$ cat config.mk
export PLATFORM = sky130hd
export DESIGN_NAME = i2c_master_bit_sequencer
export DESIGN_NICKNAME = d
export VERILOG_FILES = /design/src/i2cms_pkg.sv /design/src/i2cms_step_decode.sv /design/src/i2cms_engine.sv /design/src/i2c_master_bit_sequencer.sv
export SDC_FILE = /design/constraint.sdc
export NUM_CORES = 1
export LEC_CHECK = 0
export BUFFER_PORTS_ARGS = -buffer_cell sky130_fd_sc_hd__buf_2
export CAP_MARGIN = 20
export CORE_MARGIN = 1
export CORE_UTILIZATION = 60
export CTS_BUF_LIST = sky130_fd_sc_hd__clkbuf_2 sky130_fd_sc_hd__clkbuf_4 sky130_fd_sc_hd__clkbuf_8
export CTS_CLUSTER_SIZE = 10
export DETAILED_ROUTE_END_ITERATION = 8
export GPL_TIMING_DRIVEN = 1
export MAX_ROUTING_LAYER = met4
export PLACE_DENSITY = 0.79
export SLEW_MARGIN = 20
export SYNTH_ARGS = -nofsm -noshare
export SYNTH_HDL_FRONTEND = slang
export SYNTH_HIERARCHICAL = 1
export SYNTH_SLANG_ARGS = --single-unit
$ cat constraint.sdc
create_clock -name clk -period 5.4 [get_ports clk]
set_clock_uncertainty 0.1 [all_clocks]
set_input_delay 1.08 -clock clk [delete_from_list [all_inputs] [get_ports clk]]
set_output_delay 1.08 -clock clk [all_outputs]
set_load 0.01 [all_outputs]
$ cat src/i2cms_pkg.sv
// Shared types and constants for the I2C master bit sequencer.
// Holds the command and pin-action codes and the item and result structs.
// No dependencies.
package i2cms_pkg;

  localparam logic [2:0] OP_IDLE  = 3'd0;
  localparam logic [2:0] OP_START = 3'd1;
  localparam logic [2:0] OP_STOP  = 3'd2;
  localparam logic [2:0] OP_SEND  = 3'd3;
  localparam logic [2:0] OP_RECV  = 3'd4;
  localparam logic [2:0] OP_SACK  = 3'd5;
  localparam logic [2:0] OP_RACK  = 3'd6;
  localparam logic [2:0] OP_SPARE = 3'd7;

  typedef logic [2:0] act_t;

  localparam act_t ACT_SCL0 = 3'd0;
  localparam act_t ACT_SCL1 = 3'd1;
  localparam act_t ACT_SDA0 = 3'd2;
  localparam act_t ACT_SDA1 = 3'd3;
  localparam act_t ACT_DATA = 3'd4;
  localparam act_t ACT_ACK  = 3'd5;
  localparam act_t ACT_READ = 3'd6;

  localparam logic [15:0] STEP_TICKS_RESET = 16'd720;

  typedef struct packed {
    logic       sda_line;
    logic       ack_bit;
    logic [7:0] data_byte;
    logic [2:0] kind;
  } item_t;

  typedef struct packed {
    logic       rejected;
    logic       ack_seen;
    logic [7:0] read_byte;
    logic       done_res;
    logic       busy_res;
    logic       sda_drive;
    logic       scl_drive;
  } result_t;

  // Number of pin steps in each command.
  function automatic logic [4:0] step_count(input logic [2:0] op);
    logic [4:0] n;
    case (op)
      OP_START: n = 5'd4;
      OP_STOP:  n = 5'd3;
      OP_SEND:  n = 5'd24;
      OP_RECV:  n = 5'd25;
      OP_SACK:  n = 5'd3;
      OP_RACK:  n = 5'd4;
      default:  n = 5'd0;
    endcase
    return n;
  endfunction

endpackage

$ cat src/i2cms_step_decode.sv
// Pin-action decoder: maps a command and a step index to the action of that step.
// Depends on i2cms_pkg.
module i2cms_step_decode
  import i2cms_pkg::*;
(
  input  logic [2:0] op,
  input  logic [4:0] idx,
  output act_t       act
);

  logic [1:0] phase;

  // Index modulo three, from a small table.
  always_comb begin
    case (idx)
      5'd0, 5'd3, 5'd6, 5'd9, 5'd12, 5'd15, 5'd18, 5'd21, 5'd24, 5'd27, 5'd30: phase = 2'd0;
      5'd1, 5'd4, 5'd7, 5'd10, 5'd13, 5'd16, 5'd19, 5'd22, 5'd25, 5'd28, 5'd31: phase = 2'd1;
      default: phase = 2'd2;
    endcase
  end

  always_comb begin
    case (op)
      OP_START: begin
        case (idx[1:0])
          2'd0:    act = ACT_SDA1;
          2'd1:    act = ACT_SCL1;
          2'd2:    act = ACT_SDA0;
          default: act = ACT_SCL0;
        endcase
      end
      OP_STOP: begin
        case (phase)
          2'd0:    act = ACT_SDA0;
          2'd1:    act = ACT_SCL1;
          default: act = ACT_SDA1;
        endcase
      end
      OP_SEND, OP_SACK: begin
        case (phase)
          2'd0:    act = (op == OP_SEND) ? ACT_DATA : ACT_ACK;
          2'd1:    act = ACT_SCL1;
          default: act = ACT_SCL0;
        endcase
      end
      OP_RECV: begin
        if (idx == 5'd0) begin
          act = ACT_SDA1;
        end else begin
          case (phase)
            2'd1:    act = ACT_SCL1;
            2'd2:    act = ACT_READ;
            default: act = ACT_SCL0;
          endcase
        end
      end
      OP_RACK: begin
        case (idx[1:0])
          2'd0:    act = ACT_SDA1;
          2'd1:    act = ACT_SCL1;
          2'd2:    act = ACT_READ;
          default: act = ACT_SCL0;
        endcase
      end
      default: act = ACT_READ;
    endcase
  end

endmodule

$ cat src/i2cms_engine.sv
// Sequencer state and per-request update: commands, step timing and pin writes.
// Depends on i2cms_pkg and i2cms_step_decode.
module i2cms_engine
  import i2cms_pkg::*;
(
  input  logic        clk,
  input  logic        rst,
  input  logic        en,
  input  item_t       item,
  input  logic [15:0] step_ticks,
  output result_t     res
);

  logic [2:0]  op, op_next;
  logic [4:0]  idx, idx_next;
  logic [15:0] timer, timer_next;
  logic [7:0]  shift, shift_next;
  logic        scl, scl_next;
  logic        sda, sda_next;
  logic        ack, ack_next;
  logic [7:0]  last_read, last_read_next;

  act_t cmd_act, cur_act, nxt_act;
  logic [4:0] idx_inc;

  assign idx_inc = idx + 5'd1;

  i2cms_step_decode u_cmd_dec (.op(item.kind), .idx(5'd0),    .act(cmd_act));
  i2cms_step_decode u_cur_dec (.op(op),        .idx(idx),     .act(cur_act));
  i2cms_step_decode u_nxt_dec (.op(op),        .idx(idx_inc), .act(nxt_act));

  always_comb begin
    logic        is_cmd;
    logic [15:0] limit;
    logic [15:0] timer_inc;
    logic        wr_en;
    act_t        wr_act;
    logic        wr_ack;
    logic        done;
    logic        rej;

    op_next        = op;
    idx_next       = idx;
    timer_next     = timer;
    shift_next     = shift;
    scl_next       = scl;
    sda_next       = sda;
    ack_next       = ack;
    last_read_next = last_read;
    done           = 1'b0;
    rej            = 1'b0;
    wr_en          = 1'b0;
    wr_act         = ACT_READ;
    wr_ack         = 1'b0;

    is_cmd    = (item.kind != OP_IDLE) && (item.kind != OP_SPARE);
    limit     = (step_ticks == 16'd0) ? 16'd1 : step_ticks;
    timer_inc = timer + 16'd1;

    if (is_cmd) begin
      if (op != OP_IDLE) begin
        rej = 1'b1;
      end else begin
        op_next    = item.kind;
        idx_next   = 5'd0;
        timer_next = 16'd0;
        if (item.kind == OP_SEND) begin
          shift_next = item.data_byte;
        end else if (item.kind == OP_RECV) begin
          shift_next = 8'd0;
        end
        wr_en  = 1'b1;
        wr_act = cmd_act;
        wr_ack = item.ack_bit;
      end
    end else if (op != OP_IDLE) begin
      timer_next = timer_inc;
      if (timer_inc >= limit) begin
        if (cur_act == ACT_READ) begin
          if (op == OP_RECV) begin
            shift_next = {shift[6:0], item.sda_line};
          end else begin
            ack_next = item.sda_line;
          end
        end
        timer_next = 16'd0;
        if (idx_inc >= step_count(op)) begin
          if (op == OP_RECV) begin
            last_read_next = shift_next;
          end
          op_next  = OP_IDLE;
          idx_next = 5'd0;
          done     = 1'b1;
        end else begin
          idx_next = idx_inc;
          wr_en    = 1'b1;
          wr_act   = nxt_act;
        end
      end
    end

    if (wr_en) begin
      case (wr_act)
        ACT_SCL0: scl_next = 1'b0;
        ACT_SCL1: scl_next = 1'b1;
        ACT_SDA0: sda_next = 1'b0;
        ACT_SDA1: sda_next = 1'b1;
        ACT_DATA: begin
          sda_next   = shift_next[7];
          shift_next = {shift_next[6:0], 1'b0};
        end
        ACT_ACK:  sda_next = wr_ack;
        default: ;
      endcase
    end

    res.scl_drive = scl_next;
    res.sda_drive = sda_next;
    res.busy_res  = (op_next != OP_IDLE);
    res.done_res  = done;
    res.read_byte = last_read_next;
    res.ack_seen  = ack_next;
    res.rejected  = rej;
  end

  always_ff @(posedge clk) begin
    if (rst) begin
      op        <= OP_IDLE;
      idx       <= 5'd0;
      timer     <= 16'd0;
      shift     <= 8'd0;
      scl       <= 1'b1;
      sda       <= 1'b1;
      ack       <= 1'b0;
      last_read <= 8'd0;
    end else if (en) begin
      op        <= op_next;
      idx       <= idx_next;
      timer     <= timer_next;
      shift     <= shift_next;
      scl       <= scl_next;
      sda       <= sda_next;
      ack       <= ack_next;
      last_read <= last_read_next;
    end
  end

endmodule

$ cat src/i2c_master_bit_sequencer.sv
// I2C master bit sequencer: one request per clock, with no gap needed between requests.
// Each request (a tick or a command) is held in an input register, applied to the
// sequencer state from there, and its result is held in an output register. The only
// stall is m_tready low; while a result waits, one more request can still be taken
// into the input register.
// Depends on i2cms_pkg and i2cms_engine.
module i2c_master_bit_sequencer
  import i2cms_pkg::*;
(
  input  logic        clk,
  input  logic        rst,
  input  logic        s_tvalid,
  output logic        s_tready,
  input  logic [15:0] s_tdata,   // data_byte[7:0], ack_bit[8], sda_line[9], zero fill
  input  logic [2:0]  s_tuser,   // kind
  output logic        m_tvalid,
  input  logic        m_tready,
  output logic [15:0] m_tdata,   // scl_drive, sda_drive, busy_res, done_res,
                                 // read_byte[11:4], ack_seen, rejected, zero fill
  input  logic        cfg_we,
  input  logic [15:0] cfg_wdata
);

  logic        in_valid;
  item_t       in_item;
  logic        advance;
  logic        out_valid;
  result_t     out_res;
  result_t     res;
  logic [15:0] step_ticks;

  assign advance  = !out_valid || m_tready;
  assign s_tready = !in_valid || advance;

  always_ff @(posedge clk) begin
    if (rst) begin
      step_ticks <= STEP_TICKS_RESET;
    end else if (cfg_we) begin
      step_ticks <= cfg_wdata;
    end
  end

  always_ff @(posedge clk) begin
    if (rst) begin
      in_valid <= 1'b0;
    end else if (s_tready) begin
      in_valid <= s_tvalid;
    end
  end

  always_ff @(posedge clk) begin
    if (s_tready && s_tvalid) begin
      in_item.kind      <= s_tuser;
      in_item.data_byte <= s_tdata[7:0];
      in_item.ack_bit   <= s_tdata[8];
      in_item.sda_line  <= s_tdata[9];
    end
  end

  i2cms_engine u_engine (
    .clk       (clk),
    .rst       (rst),
    .en        (in_valid && advance),
    .item      (in_item),
    .step_ticks(step_ticks),
    .res       (res)
  );

  always_ff @(posedge clk) begin
    if (rst) begin
      out_valid <= 1'b0;
    end else if (advance) begin
      out_valid <= in_valid;
    end
  end

  always_ff @(posedge clk) begin
    if (advance && in_valid) begin
      out_res <= res;
    end
  end

  assign m_tvalid = out_valid;
  assign m_tdata  = {2'b00, out_res};

  a_done_idle: assert property (@(posedge clk) disable iff (rst)
    m_tvalid && m_tdata[3] |-> !m_tdata[2])
    else $error("done shown while still busy");

  a_reject_busy: assert property (@(posedge clk) disable iff (rst)
    m_tvalid && m_tdata[13] |-> m_tdata[2])
    else $error("request rejected while idle");

  a_hold_input: assert property (@(posedge clk) disable iff (rst)
    in_valid && !advance |=> in_valid)
    else $error("held request lost during stall");

endmodule

==> impl_results.md <==
- Outcome: complete, no violations
- CP Data Required Time: 5570 ps
- CP max stage cell: nor3_2
- Clock Latency Late Sink: 360 ps
- Hold_sp: u_engine/ack$_SDFFE_PP0P_
- Gr usage total: around a quarter
- Crit. Startpoint: u_engine/timer[0]$_SDFFE_PP0P_
- Largest net degree at the start of global routing: 64
- Final-layout fill cell count: 819
- Slew @ Worst Pin: between 900 and 1000 ps
- Worst-path cell chain: ha_1, and3_1, and3_1, and3_1, nand4_1, xnor2_1, ha_1, nand4_1, nor4_2, a32o_1, o21ai_2, o32a_4, nor3_2, nor2_1, a2111oi_2
- P&R area growth vs syn: 6.41%
- F_max: between 200 and 250 MHz
- Clock slew at reported path FFs: 100 ps
- First-pass GRT wire length: ~23000 microns
- Main area contributors after synthesis: dfxtp_1 (19%), edfxtp_1 (13%), ha_1 (7.4%), nor2_1 (4.8%), mux2i_1 (3.8%)
- Synth top area share: 19.4%
- Vias: 5470
- Flop2flop setup slack: 670 ps
- # Max-Cap Violations: 0
- Synth Register Bits: 88
- Area of the multi-input gates: 0.00384 sq mm
- Setup TNS: 0 ps
- Seq/Total Area, Yosys: 32.3%
- Nets: 824
- Num CTS Buffers: 9
- Fin. Hold Viols: 0
- Fin crit period: 4730 ps
- Area of the mapped netlist: 0.00629 sq mm
- Worst Hold Class: flip-flop to flip-flop
- CTS tree: done
- Port bufs: a little under 50
- Maximum fanout along the worst path: 11
- Critical path's top delay family: simple AND/OR/NAND/NOR gates
- Most common cell on crit path: and3_1
- Final Cycle Share: 87.6%
- Die Y: 104 microns
- Largest stage delay, worst path: 540 ps
- Syn Inst Count: 724
- Cell with the most instances after synthesis: nor2_1
- List of most frequent post-synthesis cells: nor2_1 (81), dfxtp_1 (61), inv_1 (42), nand2_1 (42), a21oi_1 (39)
- Post-synthesis simple-gate area fraction: 22.6%
- Cts hold-fix bufs: 0
- Drt drc: 0
- Largest family of logic cells by synthesized area: simple AND/OR/NAND/NOR gates
- Drt pass-1 iters: 6
- RSZ-0062 raised after global routing: no
- Worst rel slew slack: 34.4%
- Distinct cells, synth: 85
- Compound-cell area share of the yosys netlist: around a fifth
- Predominant post-synthesis flop cell: dfxtp_1
- Share of layout cells above drive strength 1: around 15%
- Clk sinks: 88
- Slew Limit Fails: 0
- Synth Area in XOR/XNOR: 3.20%
- Die width: 104 microns
- WHS Endpoint: u_engine/ack$_SDFFE_PP0P_
- Core footprint: approximately 0.010 sq mm
- Crit. End Element: flip-flop
- WS Path Type: flip-flop to flip-flop
- Via density: 6.16
- Vias in the first global route: 5067
- Max IR drop VDD: about 0.16 mV
- Hold Path Depth: 2
- Initial antenna violation count: 0
- WL/cell: 15.1 microns
- Remaining global-route overflow: 0
- Reg2reg path depth: 15
- EDFF count, synth: 27
- Storage cell area: 0.00203 sq mm
- Initial DRC count: 279
- Path length in cells of the critical path: 15
- Clk root buf: clkbuf_8
- Critical path buffers and inverters: 0
- Worst reg2reg path startpoint: u_engine/timer[0]$_SDFFE_PP0P_
- Yosys Warn Count: 6
- Resize count post-CTS: 0
- Synth Area in Adders: about 7.4%
- Antenna viol nets, final: 0
- Critical R2R Capture: u_engine/shift[6]$_SDFFE_PP0P_
- Ys async rst share: 0%
- Mux cell area share after synthesis: 7.64%
- PwrDens: 217 mW/mm^2
- Final Wtd Congestion: 0.849
- H-tree depth: 3
- Die Footprint: approximately 0.011 sq mm
- Drt total wl: 13500 microns
- Final setup viols: 0
- Pwr Total: 0.00145 W
- I/O pin count: 58
- Startpoint types: flip-flop
- Hold WS: 369 ps
- Dominant cell type by area after synthesis: dfxtp_1
- Ant. Diodes: 0
- Post-CTS Setup Bufs: 0
- Rows: 37
- Detailed Place HPWL: about 9400 microns
- Clk buf depth: 2
- Leak: 2.74 nW
- CP arrival: 4900 ps
- Initial Util: 61.5%
- Syn avg cell area: 8.68 sq um
[state kept, by name (all words and copies together), names as in the netlist]
name,flops
u_engine/sda,1
u_engine/timer,16
in_valid,1
in_item,13
m_tvalid,1
u_engine/idx,5
u_engine/shift,8
u_engine/ack,1
u_engine/last_read,8
u_engine/op,3
u_engine/scl,1
m_tdata,14
step_ticks,16
[power breakdown]
part / switching, W / total [W] / internal [W] / leakage (nW)
clock network: 0.000247 / 0.000466 / 0.000220 / 0.104
logic: 0.000145 / 0.000247 / 0.000102 / 1.88
registers: 0.0000309 / 0.000739 / 0.000708 / 0.754
total: 0.000422 / 0.00145 / 0.00103 / 2.74
[cells in the final DEF (no fill, tap or decap), types with 5 or more instances in the layout]
master,count
nor2_1,81
dfxtp_1,61
buf_2,49
inv_1,42
nand2_1,42
a21oi_1,39
ha_1,37
o21ai_0,28
edfxtp_1,27
mux2i_1,24
mux2_2,20
nand3b_1,18
nand3_1,15
nor3_1,14
xor2_1,13
nand2b_1,12
and3_1,12
nor2b_1,11
conb_1,11
xnor2_1,10
clkbuf_8,9
nor4_1,9
nand4_1,8
a211o_1,7
a31oi_1,7
nor3b_1,7
or3_1,6
a32oi_1,6
a22oi_1,6
a221o_1,6
o21ai_1,6
buf_4,5
and3b_1,5
o211ai_1,5
o221ai_1,5
[kinds of logic after synthesis]
family,Yosys count
simple gates,264
compound gates,171
buf+inv,94
flops,88
mux,45
fa+ha+maj,37
xor+xnor,23
other cells,2
[stage by stage]
step	util (%)	std cells	area (sq um)	setup WS [ps]
after floorplan	-	733	6320	1200
after global placement	63.4	872	6490	920
after detailed placement	63.4	872	6490	785
after CTS	65.4	888	6690	750
after global routing	65.4	888	6690	375
final	65.4	888	6690	669
[worst register-to-register path, cell delays in order (launching register included)]
cell	delay, ps
dfxtp_1	400
ha_1	240
and3_1	250
and3_1	250
and3_1	340
nand4_1	170
xnor2_1	180
ha_1	340
nand4_1	130
nor4_2	390
a32o_1	270
o21ai_2	140
o32a_4	420
nor3_2	540
nor2_1	140
a2111oi_2	340
[per-layer routing]
layer | track usage (%) | share of wire [%] | vias up
met5 | - | 0 | -
met4 | 8.06 | 1.9 | 0
met3 | 5.39 | 5.0 | 29
met2 | 43.0 | 50 | 182
met1 | 30.9 | 44 | 2578
li1 | - | - | 2681
[how the worst max path moves through the flow]
stage | end
CTS | u_engine/shift[6]$_SDFFE_PP0P_
floorplan | m_tdata[1]$_DFFE_PP_
detailed placement | u_engine/shift[6]$_SDFFE_PP0P_
global placement | u_engine/shift[6]$_SDFFE_PP0P_
global route | u_engine/shift[6]$_SDFFE_PP0P_
finish | u_engine/shift[6]$_SDFFE_PP0P_
[layout make-up]
type | count | area share (%)
Multi-Input combinational cell | 551 | 57.5
Sequential cell | 88 | 30.4
Timing Repair Buffer | 54 | 4.23
Tap cell | 136 | 2.54
Inverter | 43 | 2.41
Clock buffer | 9 | 1.85
Clock inverter | 7 | 1.14
(Power assumes the default switching activity.)
